File: config.mk
export PLATFORM = sky130hd
export DESIGN_NAME = ascii_to_morse_encoder_flat
export DESIGN_NICKNAME = d
export VERILOG_FILES = /design/src/rtl/a2m_pkg.sv /design/src/rtl/a2m_ifs.sv /design/src/rtl/a2m_front.sv /design/src/rtl/a2m_queue.sv /design/src/rtl/a2m_back.sv /design/src/rtl/ascii_to_morse_encoder.sv /design/src/flat_wrapper.sv
export SDC_FILE = /design/constraint.sdc
export NUM_CORES = 1
export LEC_CHECK = 0
export ABC_AREA = 1
export ABC_CLOCK_PERIOD_IN_PS = 1840
export BUFFER_PORTS_ARGS = -buffer_cell sky130_fd_sc_hd__buf_4
export CAP_MARGIN = 30
export CORE_MARGIN = 1.5
export CORE_UTILIZATION = 54
export DETAILED_ROUTE_END_ITERATION = 7
export MAX_ROUTING_LAYER = met4
export PLACE_DENSITY_LB_ADDON = 0.15
export SLEW_MARGIN = 20
export SYNTH_ARGS = -nofsm -noshare
export SYNTH_HDL_FRONTEND = slang
export SYNTH_SLANG_ARGS = --single-unit
File: constraint.sdc
create_clock -name i_clk -period 1.84 [get_ports i_clk]
set_input_delay 0.184 -clock i_clk [delete_from_list [all_inputs] [get_ports i_clk]]
set_output_delay 0.184 -clock i_clk [all_outputs]
set_load 0.01 [all_outputs]
File: src/rtl/a2m_pkg.sv
// ----------------------------------------------------------------------------
// a2m_pkg
// Shared types, constants and the character lookup for the Morse encoder.
// ----------------------------------------------------------------------------
package a2m_pkg;

    // Output symbol codes
    localparam logic [1:0] SymDot  = 2'd0;
    localparam logic [1:0] SymDash = 2'd1;
    localparam logic [1:0] SymGap  = 2'd2;
    localparam logic [1:0] SymWord = 2'd3;

    // Character codes with special handling
    localparam logic [7:0] CharSpace   = 8'h20;
    localparam logic [7:0] CharNewline = 8'h0A;
    localparam logic [7:0] CharSlash   = 8'h2F;
    localparam logic [7:0] CharLowA    = 8'h61;
    localparam logic [7:0] CharLowZ    = 8'h7A;
    localparam logic [7:0] CaseOffset  = 8'd32;

    // Default depth of the queue between front and back
    localparam int QDepth = 2;

    // Work descriptor: elements left-aligned, bit 5 first, 1 = dash
    typedef struct packed {
        logic       word;
        logic [2:0] len;
        logic [5:0] pat;
    } t_desc;

    typedef struct packed {
        logic  keep;
        t_desc desc;
    } t_class;

    function automatic t_class mk(input logic [2:0] len, input logic [5:0] pat);
        t_class r;
        r.keep      = 1'b1;
        r.desc.word = 1'b0;
        r.desc.len  = len;
        r.desc.pat  = pat;
        return r;
    endfunction

    // Classify one character into its Morse descriptor
    function automatic t_class classify(input logic [7:0] code);
        t_class     r;
        logic [7:0] c;
        r = '0;
        c = code;
        if (c >= CharLowA && c <= CharLowZ) begin
            c = c - CaseOffset;
        end
        unique case (c)
            CharSpace: begin
                r.keep      = 1'b1;
                r.desc.word = 1'b1;
                r.desc.len  = 3'd1;
                r.desc.pat  = '0;
            end
            CharNewline: r = '0;
            8'h41: r = mk(3'd2, 6'b010000); // A
            8'h42: r = mk(3'd4, 6'b100000); // B
            8'h43: r = mk(3'd4, 6'b101000); // C
            8'h44: r = mk(3'd3, 6'b100000); // D
            8'h45: r = mk(3'd1, 6'b000000); // E
            8'h46: r = mk(3'd4, 6'b001000); // F
            8'h47: r = mk(3'd3, 6'b110000); // G
            8'h48: r = mk(3'd4, 6'b000000); // H
            8'h49: r = mk(3'd2, 6'b000000); // I
            8'h4A: r = mk(3'd4, 6'b011100); // J
            8'h4B: r = mk(3'd3, 6'b101000); // K
            8'h4C: r = mk(3'd4, 6'b010000); // L
            8'h4D: r = mk(3'd2, 6'b110000); // M
            8'h4E: r = mk(3'd2, 6'b100000); // N
            8'h4F: r = mk(3'd3, 6'b111000); // O
            8'h50: r = mk(3'd4, 6'b011000); // P
            8'h51: r = mk(3'd4, 6'b110100); // Q
            8'h52: r = mk(3'd3, 6'b010000); // R
            8'h53: r = mk(3'd3, 6'b000000); // S
            8'h54: r = mk(3'd1, 6'b100000); // T
            8'h55: r = mk(3'd3, 6'b001000); // U
            8'h56: r = mk(3'd4, 6'b000100); // V
            8'h57: r = mk(3'd3, 6'b011000); // W
            8'h58: r = mk(3'd4, 6'b100100); // X
            8'h59: r = mk(3'd4, 6'b101100); // Y
            8'h5A: r = mk(3'd4, 6'b110000); // Z
            8'h30: r = mk(3'd5, 6'b111110); // 0
            8'h31: r = mk(3'd5, 6'b011110); // 1
            8'h32: r = mk(3'd5, 6'b001110); // 2
            8'h33: r = mk(3'd5, 6'b000110); // 3
            8'h34: r = mk(3'd5, 6'b000010); // 4
            8'h35: r = mk(3'd5, 6'b000000); // 5
            8'h36: r = mk(3'd5, 6'b100000); // 6
            8'h37: r = mk(3'd5, 6'b110000); // 7
            8'h38: r = mk(3'd5, 6'b111000); // 8
            8'h39: r = mk(3'd5, 6'b111100); // 9
            8'h2E: r = mk(3'd6, 6'b010101); // period
            8'h2C: r = mk(3'd6, 6'b110011); // comma
            8'h3A: r = mk(3'd6, 6'b111000); // colon
            8'h3F: r = mk(3'd6, 6'b001100); // question mark
            8'h2D: r = mk(3'd6, 6'b100001); // hyphen
            CharSlash: r = mk(3'd5, 6'b100100);
            8'h3B: r = mk(3'd6, 6'b101010); // semicolon
            default: r = '0;
        endcase
        return r;
    endfunction

endpackage

File: src/rtl/a2m_ifs.sv
// ----------------------------------------------------------------------------
// a2m_ifs
// Valid/ready channel interfaces for characters in and Morse symbols out.
// ----------------------------------------------------------------------------
interface a2m_char_if;
    logic       valid;
    logic       ready;
    logic [7:0] char_code;

    modport source (output valid, output char_code, input ready);
    modport sink   (input valid, input char_code, output ready);
endinterface

interface a2m_sym_if;
    logic       valid;
    logic       ready;
    logic [1:0] symbol;
    logic       last;

    modport source (output valid, output symbol, output last, input ready);
    modport sink   (input valid, input symbol, input last, output ready);
endinterface

File: src/rtl/a2m_front.sv
// ----------------------------------------------------------------------------
// a2m_front
// Accepts characters, looks up their Morse descriptor and pushes kept ones.
// ----------------------------------------------------------------------------
module a2m_front (
    a2m_char_if.sink       i_char,
    input  logic           i_full,
    output logic           o_push,
    output a2m_pkg::t_desc o_push_desc
);
    import a2m_pkg::*;

    t_class cls;

    // Classify the incoming character
    assign cls = classify(i_char.char_code);

    // Accept while the queue has room; drop characters with no pattern
    assign i_char.ready = !i_full;
    assign o_push       = i_char.valid && !i_full && cls.keep;
    assign o_push_desc  = cls.desc;
endmodule

File: src/rtl/a2m_queue.sv
// ----------------------------------------------------------------------------
// a2m_queue
// Small FIFO of descriptors between the front and back parts.
// ----------------------------------------------------------------------------
module a2m_queue #(
    parameter int Depth = a2m_pkg::QDepth
) (
    input  logic           i_clk,
    input  logic           i_rst_n,
    input  logic           i_push,
    input  a2m_pkg::t_desc i_push_desc,
    input  logic           i_pop,
    output logic           o_full,
    output logic           o_valid,
    output a2m_pkg::t_desc o_desc
);
    import a2m_pkg::*;

    localparam int PtrW = (Depth > 1) ? $clog2(Depth) : 1;
    localparam int CntW = $clog2(Depth + 1);
    localparam logic [PtrW-1:0] PtrLast = PtrW'(Depth - 1);

    t_desc            r_mem [Depth];
    logic [PtrW-1:0]  r_wr_ptr, n_wr_ptr;
    logic [PtrW-1:0]  r_rd_ptr, n_rd_ptr;
    logic [CntW-1:0]  r_count, n_count;

    assign o_full  = (r_count == CntW'(Depth));
    assign o_valid = (r_count != '0);
    assign o_desc  = r_mem[r_rd_ptr];

    // Advance pointers and occupancy
    always_comb begin
        n_wr_ptr = r_wr_ptr;
        n_rd_ptr = r_rd_ptr;
        n_count  = r_count;
        if (i_push) begin
            n_wr_ptr = (r_wr_ptr == PtrLast) ? '0 : r_wr_ptr + 1'b1;
        end
        if (i_pop) begin
            n_rd_ptr = (r_rd_ptr == PtrLast) ? '0 : r_rd_ptr + 1'b1;
        end
        if (i_push && !i_pop) begin
            n_count = r_count + 1'b1;
        end else if (!i_push && i_pop) begin
            n_count = r_count - 1'b1;
        end
    end

    always_ff @(posedge i_clk) begin
        if (!i_rst_n) begin
            r_wr_ptr <= '0;
            r_rd_ptr <= '0;
            r_count  <= '0;
        end else begin
            r_wr_ptr <= n_wr_ptr;
            r_rd_ptr <= n_rd_ptr;
            r_count  <= n_count;
        end
    end

    // Store entries
    always_ff @(posedge i_clk) begin
        if (i_push) begin
            r_mem[r_wr_ptr] <= i_push_desc;
        end
    end
endmodule

File: src/rtl/a2m_back.sv
// ----------------------------------------------------------------------------
// a2m_back
// Serializes one descriptor into dots, dashes, separators and a final gap.
// ----------------------------------------------------------------------------
module a2m_back (
    input  logic           i_clk,
    input  logic           i_rst_n,
    input  logic           i_q_valid,
    input  a2m_pkg::t_desc i_q_desc,
    output logic           o_pop,
    a2m_sym_if.source      o_sym
);
    import a2m_pkg::*;

    logic       r_busy, n_busy;
    logic       r_word, n_word;
    logic [2:0] r_left, n_left;
    logic [5:0] r_pat, n_pat;
    logic       r_out_valid, n_out_valid;
    logic [1:0] r_out_sym, n_out_sym;
    logic       r_out_last, n_out_last;
    logic       adv;
    logic       finishing;

    // Output register advances when empty or taken
    assign adv       = !r_out_valid || o_sym.ready;
    assign finishing = r_busy && (r_left == '0);
    assign o_pop     = adv && (!r_busy || finishing) && i_q_valid;

    always_comb begin
        n_busy      = r_busy;
        n_word      = r_word;
        n_left      = r_left;
        n_pat       = r_pat;
        n_out_valid = r_out_valid;
        n_out_sym   = r_out_sym;
        n_out_last  = r_out_last;
        if (adv) begin
            n_out_valid = r_busy;
            // Emit the next element, or the closing gap
            if (r_busy) begin
                if (r_left != '0) begin
                    n_out_sym  = r_word ? SymWord : (r_pat[5] ? SymDash : SymDot);
                    n_out_last = 1'b0;
                    n_left     = r_left - 1'b1;
                    n_pat      = {r_pat[4:0], 1'b0};
                end else begin
                    n_out_sym  = SymGap;
                    n_out_last = 1'b1;
                    n_busy     = 1'b0;
                end
            end
            // Load the next descriptor
            if (o_pop) begin
                n_busy = 1'b1;
                n_word = i_q_desc.word;
                n_left = i_q_desc.len;
                n_pat  = i_q_desc.pat;
            end
        end
    end

    always_ff @(posedge i_clk) begin
        if (!i_rst_n) begin
            r_busy      <= 1'b0;
            r_out_valid <= 1'b0;
        end else begin
            r_busy      <= n_busy;
            r_out_valid <= n_out_valid;
        end
    end

    // Payload holds no reset
    always_ff @(posedge i_clk) begin
        r_word     <= n_word;
        r_left     <= n_left;
        r_pat      <= n_pat;
        r_out_sym  <= n_out_sym;
        r_out_last <= n_out_last;
    end

    assign o_sym.valid  = r_out_valid;
    assign o_sym.symbol = r_out_sym;
    assign o_sym.last   = r_out_last;
endmodule

File: src/rtl/ascii_to_morse_encoder.sv
// ----------------------------------------------------------------------------
// ascii_to_morse_encoder
// ASCII character to International Morse symbol stream encoder.
// ----------------------------------------------------------------------------
//   Channel  Dir  Payload            Transaction
//   i_char   in   char_code[7:0]     one ASCII character
//   o_sym    out  symbol[1:0], last  one Morse symbol, last ends a run
//
// A character with an n-element pattern yields n+1 output symbols, seven at
// most; the back serializer sets the rate, one symbol per unstalled cycle.
// Characters with no pattern are accepted and produce nothing.
// Reset is synchronous, active low, and empties the queue and output stage.
// Input stalls only when the descriptor queue is full; output stalls hold
// the output register and the serializer.
// ----------------------------------------------------------------------------
module ascii_to_morse_encoder #(
    parameter int QueueDepth = a2m_pkg::QDepth
) (
    input  logic      i_clk,
    input  logic      i_rst_n,
    a2m_char_if.sink  i_char,
    a2m_sym_if.source o_sym
);
    import a2m_pkg::*;

    logic  push;
    t_desc push_desc;
    logic  pop;
    logic  q_full;
    logic  q_valid;
    t_desc q_desc;

    // Classify and enqueue
    a2m_front u_front (
        .i_char      (i_char),
        .i_full      (q_full),
        .o_push      (push),
        .o_push_desc (push_desc)
    );

    // Decouple front from back
    a2m_queue #(
        .Depth (QueueDepth)
    ) u_queue (
        .i_clk       (i_clk),
        .i_rst_n     (i_rst_n),
        .i_push      (push),
        .i_push_desc (push_desc),
        .i_pop       (pop),
        .o_full      (q_full),
        .o_valid     (q_valid),
        .o_desc      (q_desc)
    );

    // Serialize into symbols
    a2m_back u_back (
        .i_clk     (i_clk),
        .i_rst_n   (i_rst_n),
        .i_q_valid (q_valid),
        .i_q_desc  (q_desc),
        .o_pop     (pop),
        .o_sym     (o_sym)
    );
endmodule

File: src/flat_wrapper.sv
// flat-port wrapper written by rule: the top's interface ports become plain ports
module ascii_to_morse_encoder_flat import a2m_pkg::*;
#(
    parameter int QueueDepth = a2m_pkg::QDepth
)
  (i_clk, i_rst_n, i_char_valid, i_char_char_code, i_char_ready, o_sym_valid, o_sym_symbol, o_sym_last, o_sym_ready);
  a2m_char_if i_char_i ();
  a2m_sym_if o_sym_i ();
  input  logic i_clk;
  input  logic i_rst_n;
  input wire logic [$bits(i_char_i.valid)-1:0] i_char_valid;
  input wire logic [$bits(i_char_i.char_code)-1:0] i_char_char_code;
  output wire logic [$bits(i_char_i.ready)-1:0] i_char_ready;
  output wire logic [$bits(o_sym_i.valid)-1:0] o_sym_valid;
  output wire logic [$bits(o_sym_i.symbol)-1:0] o_sym_symbol;
  output wire logic [$bits(o_sym_i.last)-1:0] o_sym_last;
  input wire logic [$bits(o_sym_i.ready)-1:0] o_sym_ready;
  assign i_char_i.valid = i_char_valid;
  assign i_char_i.char_code = i_char_char_code;
  assign i_char_ready = i_char_i.ready;
  assign o_sym_valid = o_sym_i.valid;
  assign o_sym_symbol = o_sym_i.symbol;
  assign o_sym_last = o_sym_i.last;
  assign o_sym_i.ready = o_sym_ready;
  ascii_to_morse_encoder #(.QueueDepth(QueueDepth)) u_core (.i_clk(i_clk), .i_rst_n(i_rst_n), .i_char(i_char_i), .o_sym(o_sym_i));
endmodule
== Word level (Yosys, flattened, before mapping) ==
Memories as Yosys holds them, arrays and structs flattened. A register that Yosys moved wholly into a read port is not among the register bits.
Index checks and enable logic that the tools add are counted.

* Bits in latches: 0
* Register bits after elaboration: 19
* RAM bits: 20
* Memories: 2
* Output and inout port bits: 5
* Bits in read-only memories: 1408

* Magnitude comparators: 2
* Equality and inequality tests: 1
* Mux-type cells: 22
* Reductions and logical operators: 25
* Shifts and indexed selects: 0
* Div/mod/pow operators: 0
* $mul: 0
* $add $sub $neg: 6
* Bitwise gates (word level): 1

{| class="wikitable"
|+ Memory list
! name !! depth !! width !! rd ports !! clocked after Yosys merged registers in !! wr ports !! RTL line !! source
|-
| (no name shown) || 128 || 11 || 1 || 0 || 0 || a2m_pkg.sv:54 || <nowiki>unique case (c)</nowiki>
|-
| u_core.u_queue.r_mem || 2 || 10 || 1 || 1 || 1 || a2m_queue.sv:23 || <nowiki>t_desc r_mem [Depth];</nowiki>
|}

{| class="wikitable"
|+ Operator list
! kind !! count
|-
| 6-bit 2-to-1 mux || 3
|-
| 1-bit 2-to-1 mux || 12
|-
| 11-bit 2-to-1 mux || 1
|-
| 3-bit 2-to-1 mux || 3
|-
| 8-bit by 7-bit greater-or-equal comparator with 1-bit output (second input constant) || 1
|-
| 8-bit by 7-bit <= comparator with 1-bit output (second input constant) || 1
|-
| 1-bit logical AND || 8
|-
| 8-bit 2-to-1 mux || 1
|-
| 2-bit nonzero test || 4
|-
| 8-bit by 6-bit subtractor with 8-bit output (second input constant) || 1
|-
| 1-bit zero test || 5
|-
| 2-bit 2-to-1 mux || 2
|-
| 2-bit AND reduction || 2
|-
| 3-bit zero test || 1
|-
| 3-bit AND reduction || 1
|-
| 3-bit nonzero test || 1
|-
| 3-bit by 1-bit subtractor with 3-bit output (second input constant) || 1
|-
| 1-bit adder (second input constant) || 2
|-
| 2-bit by 1-bit adder with 2-bit output (second input constant) || 1
|-
| 2-bit == test (second input constant) || 1
|-
| 1-bit logical OR || 2
|-
| 2-bit OR reduction || 1
|-
| 2-bit by 1-bit subtractor with 2-bit output (second input constant) || 1
|-
| 1-bit inverter || 1
|}

== Logic depth before layout (Yosys ltp) ==
Gate-level depths: netlist (run 1).
An unclocked memory read counts as a cell.

* Depth after elaboration: 10
* Depth in mapped cells: 15

== Modules after synthesis ==
A second synthesis (run 1) with hierarchy kept.

* Cells, all modules: 357
* Area, all modules: 2735.1 um^2

{| class="wikitable"
|+ Modules (own cells, without submodules)
! module !! area each (um^2) !! instances !! seq. area each (um^2) !! cells each
|-
| a2m_front || 1042.2 || 1 || 0.0 || 217
|-
| a2m_queue || 992.2 || 1 || 700.7 || 66
|-
| a2m_back || 700.7 || 1 || 430.4 || 74
|}

== Worst setup path after synthesis (run 1) ==
Ideal clock, no wire load.

* Path kind: input -> register
* From: input port i_char_char_code[0]
* To: register u_core.u_queue.r_count[1]
* Data required time: 1.718 ns
* Library setup time: 0.122 ns
* Data arrival time: 1.847 ns
* Stages on the path: 14
* Setup slack: -0.129 ns
* Cell sequence: inv_1 ha_1 nand2_2 nand3_4 nand4_1 nand2_4 nand2_2 nand3_4 inv_1 ha_1 a21oi_1 o21ai_0 o21ai_0 a21oi_1

* Cells in the longest elaborated chain, start to end: 9
* Elaborated cells between the ends (all ways): 13
* Classes of those cells: add/sub: 1; order compare: 2; mux: 3; reduce/logical: 6; memory: 1

{| class="wikitable"
|+ Ends and longest elaborated chain
! element !! RTL line !! source
|-
| start: declaration || flat_wrapper.sv:12 || <nowiki>input wire logic [$bits(i_char_i.char_code)-1:0] i_char_char_code;</nowiki>
|-
| 8-bit by 7-bit greater-or-equal comparator with 1-bit output or 8-bit by 7-bit <= comparator with 1-bit output (tied branches) || a2m_pkg.sv:51 || <nowiki>if (c >= CharLowA && c <= CharLowZ) begin</nowiki>
|-
| 1-bit logical AND || a2m_pkg.sv:51 ||
|-
| 8-bit 2-to-1 mux (*) || a2m_pkg.sv:51 ||
|-
| memory read 128 x 11 bit || - ||
|-
| 11-bit 2-to-1 mux (*) || a2m_pkg.sv:54 ||
|-
| 1-bit logical AND (*) || a2m_front.sv:20 || <nowiki>assign o_push = i_char.valid && !i_full && cls.keep;</nowiki>
|-
| net u_core.push || ascii_to_morse_encoder.sv:26 || <nowiki>logic push;</nowiki>
|-
| 1-bit zero test || a2m_queue.sv:45 || <nowiki>end else if (!i_push && i_pop) begin</nowiki>
|-
| 1-bit logical AND || a2m_queue.sv:45 ||
|-
| 2-bit nonzero test (no line) || - ||
|-
| end signal: assignment || a2m_queue.sv:58 || <nowiki>r_count <= n_count;</nowiki>
|-
| end: declaration || a2m_queue.sv:26 || <nowiki>logic [CntW-1:0] r_count, n_count;</nowiki>
|}

The timed path passes the listed nets; every way through them passes the cells marked *.
A chain may end at the register's enable or synchronous reset.

== Worst setup path in the final report (run 1) ==
* From: register u_core.u_back.r_left[0]
* To: register u_core.u_back.r_pat[2], enable pin

* Cells in the longest elaborated chain, start to end: 7
* Elaborated cells between the ends (all ways): 9
* Classes of those cells: reduce/logical: 9

{| class="wikitable"
|+ Ends and longest elaborated chain
! element !! RTL line !! source
|-
| start: declaration || a2m_back.sv:17 || <nowiki>logic [2:0] r_left, n_left;</nowiki>
|-
| start signal: assignment || a2m_back.sv:76 || <nowiki>r_left <= n_left;</nowiki>
|-
| 3-bit zero test || a2m_back.sv:27 || <nowiki>assign finishing = r_busy && (r_left == '0);</nowiki>
|-
| 1-bit logical AND || a2m_back.sv:27 ||
|-
| 1-bit logical OR || a2m_back.sv:28 || <nowiki>assign o_pop = adv && (!r_busy || finishing) && i_q_valid;</nowiki>
|-
| 1-bit logical AND (2 in a row) || a2m_back.sv:28 ||
|-
| 2-bit nonzero test (no line) || - ||
|-
| 3-bit AND reduction (no line) (*) || - ||
|-
| end signal: assignment || a2m_back.sv:77 || <nowiki>r_pat <= n_pat;</nowiki>
|-
| end: declaration || a2m_back.sv:18 || <nowiki>logic [5:0] r_pat, n_pat;</nowiki>
|}

Every way passes the cells marked *; elsewhere a longest branch is shown, timed or not.

==> results of run 1 <==
[layer usage]
layer  share of wire [%]  track usage (%)  up-vias
met1                  39             27.0     1042
met5                   0                -        -
met4                 6.3             17.0        0
li1                    -                -     1126
met2                  52             42.6       77
met3                 3.5             4.13       32
[cell usage in the layout (no fill, tap or decap), types with 5 or more instances in the layout]
master,Yosys,routed
inv_1,27,20
nand2_2,7,7
edfxtp_1,33,33
clkbuf_8,0,7
nor2_2,2,5
dfxtp_1,7,7
nand4_1,6,6
buf_4,0,58
nand2_1,53,52
nand3_1,15,15
ha_1,11,7
o21ai_0,20,18
a21oi_1,24,22
inv_2,4,10
a31oi_1,9,9
nor2_1,31,27
[final timing paths]
| check | slack (ps) | end | cells after the start |
|---|---|---|---|
| worst max-delay path | 60 | u_core.u_back.r_pat[2] | 10 |
| worst min-delay path | 150 | u_core.u_back.o_sym.valid | 2 |
| worst max register to register | 60 | u_core.u_back.r_pat[2] | 10 |
| worst min register to register | 460 | register | 1 |
[registers in the layout, summed over array words and instances (netlist names), named ones only]
name / cells
u_core.u_queue.r_rd_ptr: 1
u_core.u_back.r_busy: 1
u_core.u_queue.r_mem: 20
u_core.u_back.o_sym.symbol: 2
u_core.u_back.r_word: 1
u_core.u_back.r_pat: 6
u_core.u_queue.r_count: 2
u_core.u_queue.r_wr_ptr: 1
u_core.u_back.o_sym.last: 1
u_core.u_back.o_sym.valid: 1
u_core.u_back.r_left: 3
[stage by stage]
stage,instance area [µm²],setup TNS (ps),util (%)
floorplan,2510,-83.3,-
CTS,3120,0,71.2
finish,3240,0,73.8
detailed placement,3010,-3230,68.7
global route,3240,-59.5,73.8
global placement,3010,-2130,68.7
[kinds of logic (layout without fill, tap and decap cells)]
kind of cell	after synthesis	after routing	synth area share, %
buffers and inverters	42	106	7.44
adder cells (fa/ha/maj)	11	11	5.53
AO/OA/AOI/OAI	66	66	14.9
XOR/XNOR	1	1	0.352
AND/OR/NAND/NOR	130	130	26.3
flip-flops	40	40	45.5
[final cells by class]
class	count	area [µm²]
clock buffer	8	100
inverter	33	134
tap	52	65.1
fill	330	1150
timing repair buffer	65	554
multi-input combinational	208	1250
sequential	40	1130
[power breakdown]
group          internal [mW]  total (mW)  switching [mW]
Sequential              1.32        1.41          0.0854
Combinational          0.820        1.75           0.929
Clock                  0.342       0.619           0.277
Total                   2.49        3.78            1.29
[timing repair]
action | in CTS | in global routing
hold buffers | 0 | 0
pin swaps | 1 | 5
cloned | 0 | 2
setup buffers | 0 | 2
endpoints found under the setup margin | 18 | 18
gates resized for setup | 4 | 23
==> results by group, run 1 <==
Status
  – Status: complete, no violations

GRT
  – Pin count of the biggest net entering global routing: 19
  – Initial antenna violation count: 0
  – Gr ovfl total: 0
  – Gr usage total: 25.2%
  – Via count of the first global-routing pass: 2,158
  – First-pass GRT wire length: 9520 µm

Floorplanning
  – Die height: 70.9 µm
  – Initial Utilization: 56.7%
  – Total die area: 0.00502 mm²
  – FP Rows: 24
  – I/O pin count: 17
  – Core Region: 0.00438 mm²
  – Die X: 70.9 µm

Critical path
  – CP startpoint: u_core.u_back.r_left[0]
  – Critical Path Source Type: register
  – CP arrival: 1780 ps
  – Critical-path cell list: inv_2 -> ha_4 -> inv_2 -> nor2_4 -> nor2_2 -> inv_2 -> nand2_4 -> buf_6 -> a21oi_4 -> buf_6
  – RR Startpoint: u_core.u_back.r_left[0]
  – Crit path max-delay family: buffers and inverters
  – Delay of the slowest critical-path stage: 380 ps
  – Crit path max fanout: 5
  – Slowest-stage cell, CP: edfxtp_1
  – Setup CP Type: register to register
  – Most used cell, CP: inv_2
  – Req. time, crit path: 1840 ps
  – Crit end category: register
  – Crit path buffers/inverters: 5

Cells and area
  – ANT cells: 0
  – Layout cell share with drive strength beyond 1: 33.3%
  – Syn-to-layout area delta: 30.1%
  – Final net count: 376
  – Non-Filler Instances: 406

Drt
  – Via density: 5.61
  – DR WL/cell: 14.9 µm
  – DRC errors left: 0
  – WL final: 6040 µm
  – Antenna Nets Post-Route: 0
  – First-pass DRT Iterations: 4
  – Via count: 2,277
  – Starting DRT DRC Count: 100

CTS
  – CTS Sinks: 40
  – # H-tree levels: 2
  – CTS tree: yes
  – Root Buffer: clkbuf_8
  – CTS clk-pin slew, worst paths: 70 ps
  – Clock Tree Buf Depth: 2
  – Worst-Skew Late Latency: 280 ps
  – Num CTS Buffers: 5

Hold path
  – Hold Path Class: primary input to register
  – Hold path start: i_rst_n

Timing
  – Final worst path period share: 96.5%
  – RSZ-0062 raised after global routing: true
  – Final hold violation count: 0
  – Finish-stage setup viols: 0
  – Max-slew violations: 0
  – Final WS setup: 63.5 ps
  – Worst-margin pin slew: 343 ps
  – Worst Skew: 4.66 ps
  – Final min period: 1780 ps
  – Slew margin rel.: 77.0%
  – FMAX: 563 MHz
  – Final hold slack: 154 ps

Power
  – Power per Cell Area: 1170 mW/mm²
  – Overall power: 3.78 mW
  – Static leakage: 1.36 nW
  – Worst vdd ir: 601 µV

Synth
  – Ranking of synthesized cells by area: edfxtp_1 40%, nand2_1 8.0%, dfxtp_1 5.6%
  – Top_reg_cell synth: edfxtp_1
  – #FFs+latches synth: 40
  – Area leader, netlist: edfxtp_1
  – Synth Area per Inst: 8.58 µm²
  – Post-Syn Instances: 290
  – Post-synth top area share: 39.8%
  – Most numerous cell in the Yosys netlist: nand2_1
  – Synth cell count leaders: 53 x nand2_1, 33 x edfxtp_1, 31 x nor2_1, 27 x inv_1, 24 x a21oi_1
  – Post-synthesis sequential area ratio: 45.5%
  – Post-Syn Nets: 313
  – Netlist cell types: 36
  – Post-synth EDFFs: 33
  – Synthesized area: 0.00249 mm²
  – Async SR Flop Fraction: 0%
  – Yosys warns: 0

Flow run
  – # Max-Cap Violations: 0

Place
  – Post-DP HPWL: 4610 µm
  – Dpl cells: 394
  – Routability cong.: 0.992
  – # port buffers: 16
  – Pre-CTS WS: -309 ps
(Power assumes the default switching activity.)
==> inputs of run 2 (changes only) <==
--- a/config.mk
+++ b/config.mk
@@ -10,11 +10,12 @@
 export BUFFER_PORTS_ARGS = -buffer_cell sky130_fd_sc_hd__buf_4
 export CAP_MARGIN = 30
 export CORE_MARGIN = 1.5
-export CORE_UTILIZATION = 54
+export CORE_UTILIZATION = 55
 export DETAILED_ROUTE_END_ITERATION = 7
 export MAX_ROUTING_LAYER = met4
 export PLACE_DENSITY_LB_ADDON = 0.15
 export SLEW_MARGIN = 20
 export SYNTH_ARGS = -nofsm -noshare
 export SYNTH_HDL_FRONTEND = slang
+export SYNTH_HIERARCHICAL = 1
 export SYNTH_SLANG_ARGS = --single-unit
==> results by group, run 2 <==
Status
  – Status: complete, no violations

Critical path
  – Critical Path Source Type: primary input
  – RR Startpoint: u_core/u_queue/r_count[1]
  – Crit end category: register
  – Crit path max fanout: 10
  – Setup CP Type: primary input to register
  – Req. time, crit path: 1820 ps
  – RR Endpoint: u_core/u_queue/r_mem[1][6]
  – CP arrival: 1710 ps
  – FF-to-FF setup slack: 200 ps
  – Reg2Reg Depth: 7

Cells and area
  – Layout cell share with drive strength beyond 1: 28.0%
  – Non-Filler Instances: 482
  – Util after Layout: 71.6%
  – Final net count: 437
  – Most frequent cells in the layout: 124 x nand2_1, 57 x buf_4, 46 x nor2_1, 37 x inv_1, 33 x edfxtp_1
  – Regs by FF count: u_core/u_queue/r_mem: 20 flops, u_core/u_back/r_pat: 6 flops, u_core/u_back/r_left: 3 flops
  – ANT cells: 0
  – Max reg flops: 20
  – Finished layout cell area: 0.00340 mm²
  – Most common cell after layout, fill and taps aside: nand2_1
  – Syn-to-layout area delta: 24.5%
  – Most flops, register: u_core/u_queue/r_mem

Hold path
  – Min-Delay Path Depth: 3
  – Hold Path Class: primary input to register
  – Hold path start: i_rst_n
  – Worst Hold End: u_core/u_back/r_busy

Synth
  – Post-synthesis mux area share: 5.49%
  – Post-synth top area share: 36.2%
  – Yosys warns: 6
  – Synth cell count leaders: 126 x nand2_1, 50 x nor2_1, 42 x inv_1, 33 x edfxtp_1, 20 x nand3_1
  – Post-Synth XOR/XNOR Area: 0.320%
  – Synth Area in Adders: 5.03%
  – Post-synth EDFFs: 33
  – #FFs+latches synth: 40
  – Main combinational cell family by area after synthesis: simple AND/OR/NAND/NOR gates
  – Async SR Flop Fraction: 0%
  – Area leader, netlist: edfxtp_1
  – Ranking of synthesized cells by area: edfxtp_1 36%, nand2_1 17%, nor2_1 6.9%
  – Simple-gate area share of the yosys netlist: 34.4%
  – Netlist cell types: 29
  – Synthesized area: 0.00274 mm²
  – Post-synthesis sequential area ratio: 41.4%
  – Compound-Gate Fraction of Synth Area: 4.16%
  – Top_reg_cell synth: edfxtp_1
  – Post-Syn Instances: 357
  – Most numerous cell in the Yosys netlist: nand2_1
  – Post-Syn Nets: 380
  – Synth Area per Inst: 7.66 µm²

CTS
  – Root Buffer: clkbuf_8
  – # H-tree levels: 2
  – CTS clk-pin slew, worst paths: 70 ps
  – CTS Sinks: 40
  – CTS tree: yes
  – Clock Tree Buf Depth: 2
  – Num CTS Buffers: 5
  – Worst-Skew Late Latency: 280 ps

Timing
  – Final hold violation count: 0
  – Finish-stage setup viols: 0
  – Max-slew violations: 0
  – Worst-margin pin slew: 383 ps
  – Worst Skew: 3.81 ps
  – Final min period: 1730 ps
  – FMAX: 577 MHz
  – Final hold slack: 136 ps
  – Final WS setup: 108 ps
  – Setup TNS: 0 ps
  – Final worst path period share: 94.1%
  – Slew margin rel.: 74.4%

GRT
  – Gr usage total: 25.6%
  – Via count of the first global-routing pass: 2,303
  – Gr ovfl total: 0
  – Initial antenna violation count: 0
  – Pin count of the biggest net entering global routing: 14
  – Met1 Track Usage GR: 25.9%
  – M3 GR Usage: 2.06%
  – First-pass GRT wire length: 10,100 µm
  – GR peak layer: met2
  – GR Layer Usage met2: 47.7%

Drt
  – Antenna Nets Post-Route: 0
  – DRC errors left: 0
  – DR WL/cell: 12.7 µm
  – Starting DRT DRC Count: 87
  – Via count: 2,407
  – WL final: 6140 µm
  – Via density: 4.99
  – First-pass DRT Iterations: 4

Place
  – Routability cong.: 0.991
  – Dpl cells: 472
  – Pre-CTS WS: -289 ps
  – # port buffers: 16
  – Post-place instance area: 0.00323 mm²
  – Post-DP HPWL: 4970 µm

Floorplanning
  – Core Region: 0.00475 mm²
  – FP Rows: 25
  – Total die area: 0.00541 mm²
  – Die X: 73.5 µm
  – Die height: 73.5 µm
  – Initial Utilization: 57.5%
  – I/O pin count: 17

Power
  – Static leakage: 1.65 nW
  – Worst vdd ir: 580 µV
  – Power per Cell Area: 1050 mW/mm²
  – Overall power: 3.57 mW

Flow run
  – # Max-Cap Violations: 0
-- run 2: changes by cell type after synthesis, moves of 5 or more --
cell     delta
nand3_1     +5
a31oi_1     -8
a21oi_1    -17
mux2_4     +10
inv_1      +15
nand2_1    +73
o21ai_0    -13
nor2_1     +19
-- run 2: how the worst max path moves through the flow --
stage | start | to | slack [ps] | depth (start not counted)
floorplan | i_char_char_code[0] | u_core/u_queue/r_count[1] | 6 | 16
global placement | i_char_char_code[0] | u_core/u_queue/r_count[1] | -250 | 17
detailed placement | i_char_char_code[0] | u_core/u_queue/r_mem[0][8] | -290 | 13
CTS | i_char_char_code[0] | u_core/u_queue/r_mem[0][0] | 20 | 13
global route | i_char_char_code[0] | u_core/u_queue/r_count[1] | -2 | 17
finish | i_char_char_code[0] | u_core/u_queue/r_mem[1][6] | 110 | 12
-- run 2: cell type report --
class,instances,area (µm²)
multi-input cells,262,1450
fillers,405,1350
flip-flops and latches,40,1130
repair buffers,58,448
inverters,47,184
well taps,67,83.8
clock buffers,5,68.8
clock inverters,3,42.5
-- run 2: report_power, final --
| part | switching, mW | internal (mW) |
|---|---|---|
| clock | 0.283 | 0.401 |
| sequential | 0.0895 | 1.32 |
| combinational | 0.853 | 0.618 |
-- run 2: worst max-delay path: stages --
cell and delay (ps):
buf_4 130, buf_4 160, ha_2 200, inv_2 60
nand3_4 70, nand3_4 140, nor2_4 50, nor2_4 110
nand2_2 70, nor2_4 200, nand2_1 110, inv_2 210
-- run 2: layer usage --
metal / vias up / routed length [µm]
met1: 1091 / 2390
met3: 19 / 140
li1: 1244 / -
met5: - / 0
met2: 53 / 3340
met4: 0 / 269
-- run 2: repair_timing --
action	in CTS	in global routing
setup endpoints to repair	0	22
gates resized for setup	0	11
setup buffers	0	1
hold buffers	0	0
-- run 2: cell families after synthesis --
| logic type | count (synthesis) |
|---|---|
| mux | 10 |
| xor+xnor | 1 |
| simple gates | 219 |
| buf+inv | 56 |
| fa+ha+maj | 11 |
| flops | 40 |
| compound gates | 20 |
==> inputs of run 3 (changes only) <==
--- a/config.mk
+++ b/config.mk
@@ -5,15 +5,14 @@
 export SDC_FILE = /design/constraint.sdc
 export NUM_CORES = 1
 export LEC_CHECK = 0
-export ABC_AREA = 1
 export ABC_CLOCK_PERIOD_IN_PS = 1840
 export BUFFER_PORTS_ARGS = -buffer_cell sky130_fd_sc_hd__buf_4
 export CAP_MARGIN = 30
 export CORE_MARGIN = 1.5
-export CORE_UTILIZATION = 55
+export CORE_UTILIZATION = 54
 export DETAILED_ROUTE_END_ITERATION = 7
 export MAX_ROUTING_LAYER = met4
-export PLACE_DENSITY_LB_ADDON = 0.15
+export PLACE_DENSITY = 0.75
 export SLEW_MARGIN = 20
 export SYNTH_ARGS = -nofsm -noshare
 export SYNTH_HDL_FRONTEND = slang
==> results by group, run 3 <==
CTS
  – # H-tree levels: 2
  – Worst-Skew Late Latency: 280 ps
  – CTS clk-pin slew, worst paths: 70 ps
  – Clock Tree Buf Depth: 2
  – CTS tree: yes
  – # hold bufs at CTS: 0
  – CTS Sinks: 40
  – Num CTS Buffers: 5
  – Root Buffer: clkbuf_8

Synth
  – Post-Syn Nets: 263
  – Area leader, netlist: edfxtp_1
  – Async SR Flop Fraction: 0%
  – Post-synth EDFFs: 33
  – Netlist cell types: 54
  – Post-synthesis sequential area ratio: 45.2%
  – Synth cell count leaders: 33 x edfxtp_1, 18 x inv_1, 16 x nor2_1, 15 x nand2_1, 15 x o21ai_0
  – Yosys warns: 6
  – Compound-Gate Fraction of Synth Area: 16.0%
  – Post-synth top area share: 39.6%
  – Post-Synth XOR/XNOR Area: 1.40%
  – Top_reg_cell synth: edfxtp_1
  – Synth Area in Adders: 5.50%
  – Post-Syn Instances: 240
  – #FFs+latches synth: 40
  – Main combinational cell family by area after synthesis: simple AND/OR/NAND/NOR gates
  – Synthesized area: 0.00250 mm²
  – Ranking of synthesized cells by area: edfxtp_1 40%, dfxtp_1 5.6%, ha_1 5.5%
  – Simple-gate area share of the yosys netlist: 16.1%
  – Synth Area per Inst: 10.4 µm²
  – Most numerous cell in the Yosys netlist: edfxtp_1
  – Post-synthesis mux area share: 10.6%

Power
  – Worst vdd ir: 439 µV
  – NetSw: 0.955 mW
  – Static leakage: 1.31 nW
  – Net Sw Frac: 29.4%
  – Clk pwr share: 16.1%
  – Power Internal: 2.29 mW
  – Combinational share of power: 40.9%
  – Overall power: 3.24 mW
  – Power per Cell Area: 1040 mW/mm²
  – Reg power frac: 43.1%

Hold path
  – Hold Path Class: primary input to register
  – Min-Delay Path Depth: 2

Critical path
  – Critical Path Source Type: primary input
  – Crit end category: register
  – Req. time, crit path: 1840 ps
  – Setup CP Type: primary input to register
  – Reg2Reg Depth: 10
  – Crit path max fanout: 5
  – CP arrival: 2210 ps

Timing
  – FMAX: 452 MHz
  – Finish-stage setup viols: 25
  – Worst Skew: 4.21 ps
  – Slew margin rel.: 71.8%
  – RSZ-0062 raised after global routing: true
  – Final worst path period share: 120%
  – Setup TNS: -6630 ps
  – Final min period: 2210 ps
  – Max-slew violations: 0
  – Final WS setup: -373 ps
  – Final hold violation count: 0
  – Final hold slack: 160 ps
  – Worst-margin pin slew: 423 ps

Drt
  – DR WL/cell: 14.2 µm
  – First-pass DRT Iterations: 5
  – Via density: 5.57
  – DRC errors left: 0
  – Routed wire length on met2: 2480 µm
  – Routed wl met3: 176 µm
  – Antenna Nets Post-Route: 0
  – Starting DRT DRC Count: 106
  – Met1 WL: 2140 µm
  – Via count: 1,906
  – Top Layer Used: met4
  – WL final: 4870 µm

GRT
  – Gr usage total: 21.7%
  – First-pass GRT wire length: 8480 µm
  – Pin count of the biggest net entering global routing: 32
  – Initial antenna violation count: 0
  – Gr ovfl total: 0
  – Via count of the first global-routing pass: 1,910

Cells and area
  – ANT cells: 0
  – Area of the multi-input gates: 0.00129 mm²
  – Seq. cell area: 0.00113 mm²
  – Most flops, register: u_core/u_queue/r_mem
  – Finished layout cell area: 0.00311 mm²
  – # fillers: 343
  – Most common cell after layout, fill and taps aside: buf_4
  – Most frequent cells in the layout: 48 x buf_4, 33 x edfxtp_1, 16 x inv_1, 16 x nor2_1
  – Final net count: 312
  – Syn-to-layout area delta: 24.5%
  – Layout cell share with drive strength beyond 1: 31.4%
  – Regs by FF count: u_core/u_queue/r_mem: 20 flops, u_core/u_back/r_pat: 6 flops, u_core/u_back/r_left: 3 flops
  – Max reg flops: 20

Floorplanning
  – Die height: 71.1 µm
  – I/O pin count: 17
  – Initial Utilization: 56.7%
  – Core Region: 0.00441 mm²
  – Total die area: 0.00505 mm²
  – Die X: 71.1 µm
  – FP Rows: 24

Status
  – Failing checks: negative setup slack
  – Status: complete, but fails checks

Place
  – Pre-CTS WS: -676 ps
  – Post-DP HPWL: 3620 µm
  – # port buffers: 16
  – Post-place instance area: 0.00296 mm²
  – Routability cong.: 0.938

Flow run
  – # Max-Cap Violations: 0
run 3: changes by cell type after synthesis, sizes merged, moves of 6 or more:
cell	before	now
inv	47	18
clkbuf	0	6
nand3	24	3
mux2	10	18
nor2b	0	6
nand2	132	15
a21oi	7	13
o21ai	7	15
nor2	57	16
nand2b	0	12
run 3: power groups by stage:
stage	logic, mW	registers (mW)	clock network (mW)
2_1_floorplan	0.929	1.37	0
3_3_place_gp	1.25	1.41	0
3_5_place_dp	1.29	1.42	0
4_1_cts	1.31	1.40	0.545
5_1_grt	1.47	1.42	0.587
6_report	1.32	1.40	0.522
run 3: metrics by stage:
stage / cells / util, %
6_report: 342 / 70.5
5_1_grt: 342 / 70.5
4_1_cts: 340 / 69.4
3_5_place_dp: 331 / 67.0
3_3_place_gp: 331 / 67.0
2_1_floorplan: 240 / -
run 3: cell type report:
cell class,instances,area share [%]
Inverter,19,3.22
Timing Repair Buffer,53,14.4
Sequential cell,40,36.3
Tap cell,52,2.09
Multi-Input combinational cell,170,41.4
Clock inverter,1,0.121
Clock buffer,7,2.45
run 3: layer usage:
layer	GRT usage [%]	up-vias
li1	-	968
met1	26.5	876
met2	34.9	53
met3	3.85	9
met4	10.5	0
met5	-	-
run 3: cell families (layout without fill, tap and decap cells):
kind of cell    after synthesis  after routing
simple gates                 73             73
buf+inv                      30             80
compound gates               60             60
mux                          22             22
flops                        40             40
fa+ha+maj                    11             11
xor+xnor                      4              4
run 3: worst max-delay path, stage by stage:
cell	delay [ps]
buf_12	110
inv_16	40
ha_4	120
or4b_4	460
or2_1	240
a41o_1	200
and4bb_2	340
buf_4	130
nor2b_4	200
clkbuf_16	170
run 3: repair_timing:
action	CTS	global route
setup endpoints to repair	29	35
resized for setup	4	5
pin swaps	3	1
gates cloned	0	1
setup buffers	1	1
run 3: worst paths after layout:
path                                   from                    endpoint  slack [ps]
setup / recovery        i_char_char_code[0]  u_core/u_queue/r_mem[0][3]        -370
hold / removal                      i_rst_n   u_core/u_back/o_sym.valid         160
setup reg to reg    u_core/u_back/r_left[0]   u_core/u_queue/r_count[1]        -140
hold reg to reg   u_core/u_queue/r_count[1]   u_core/u_queue/r_count[1]         540
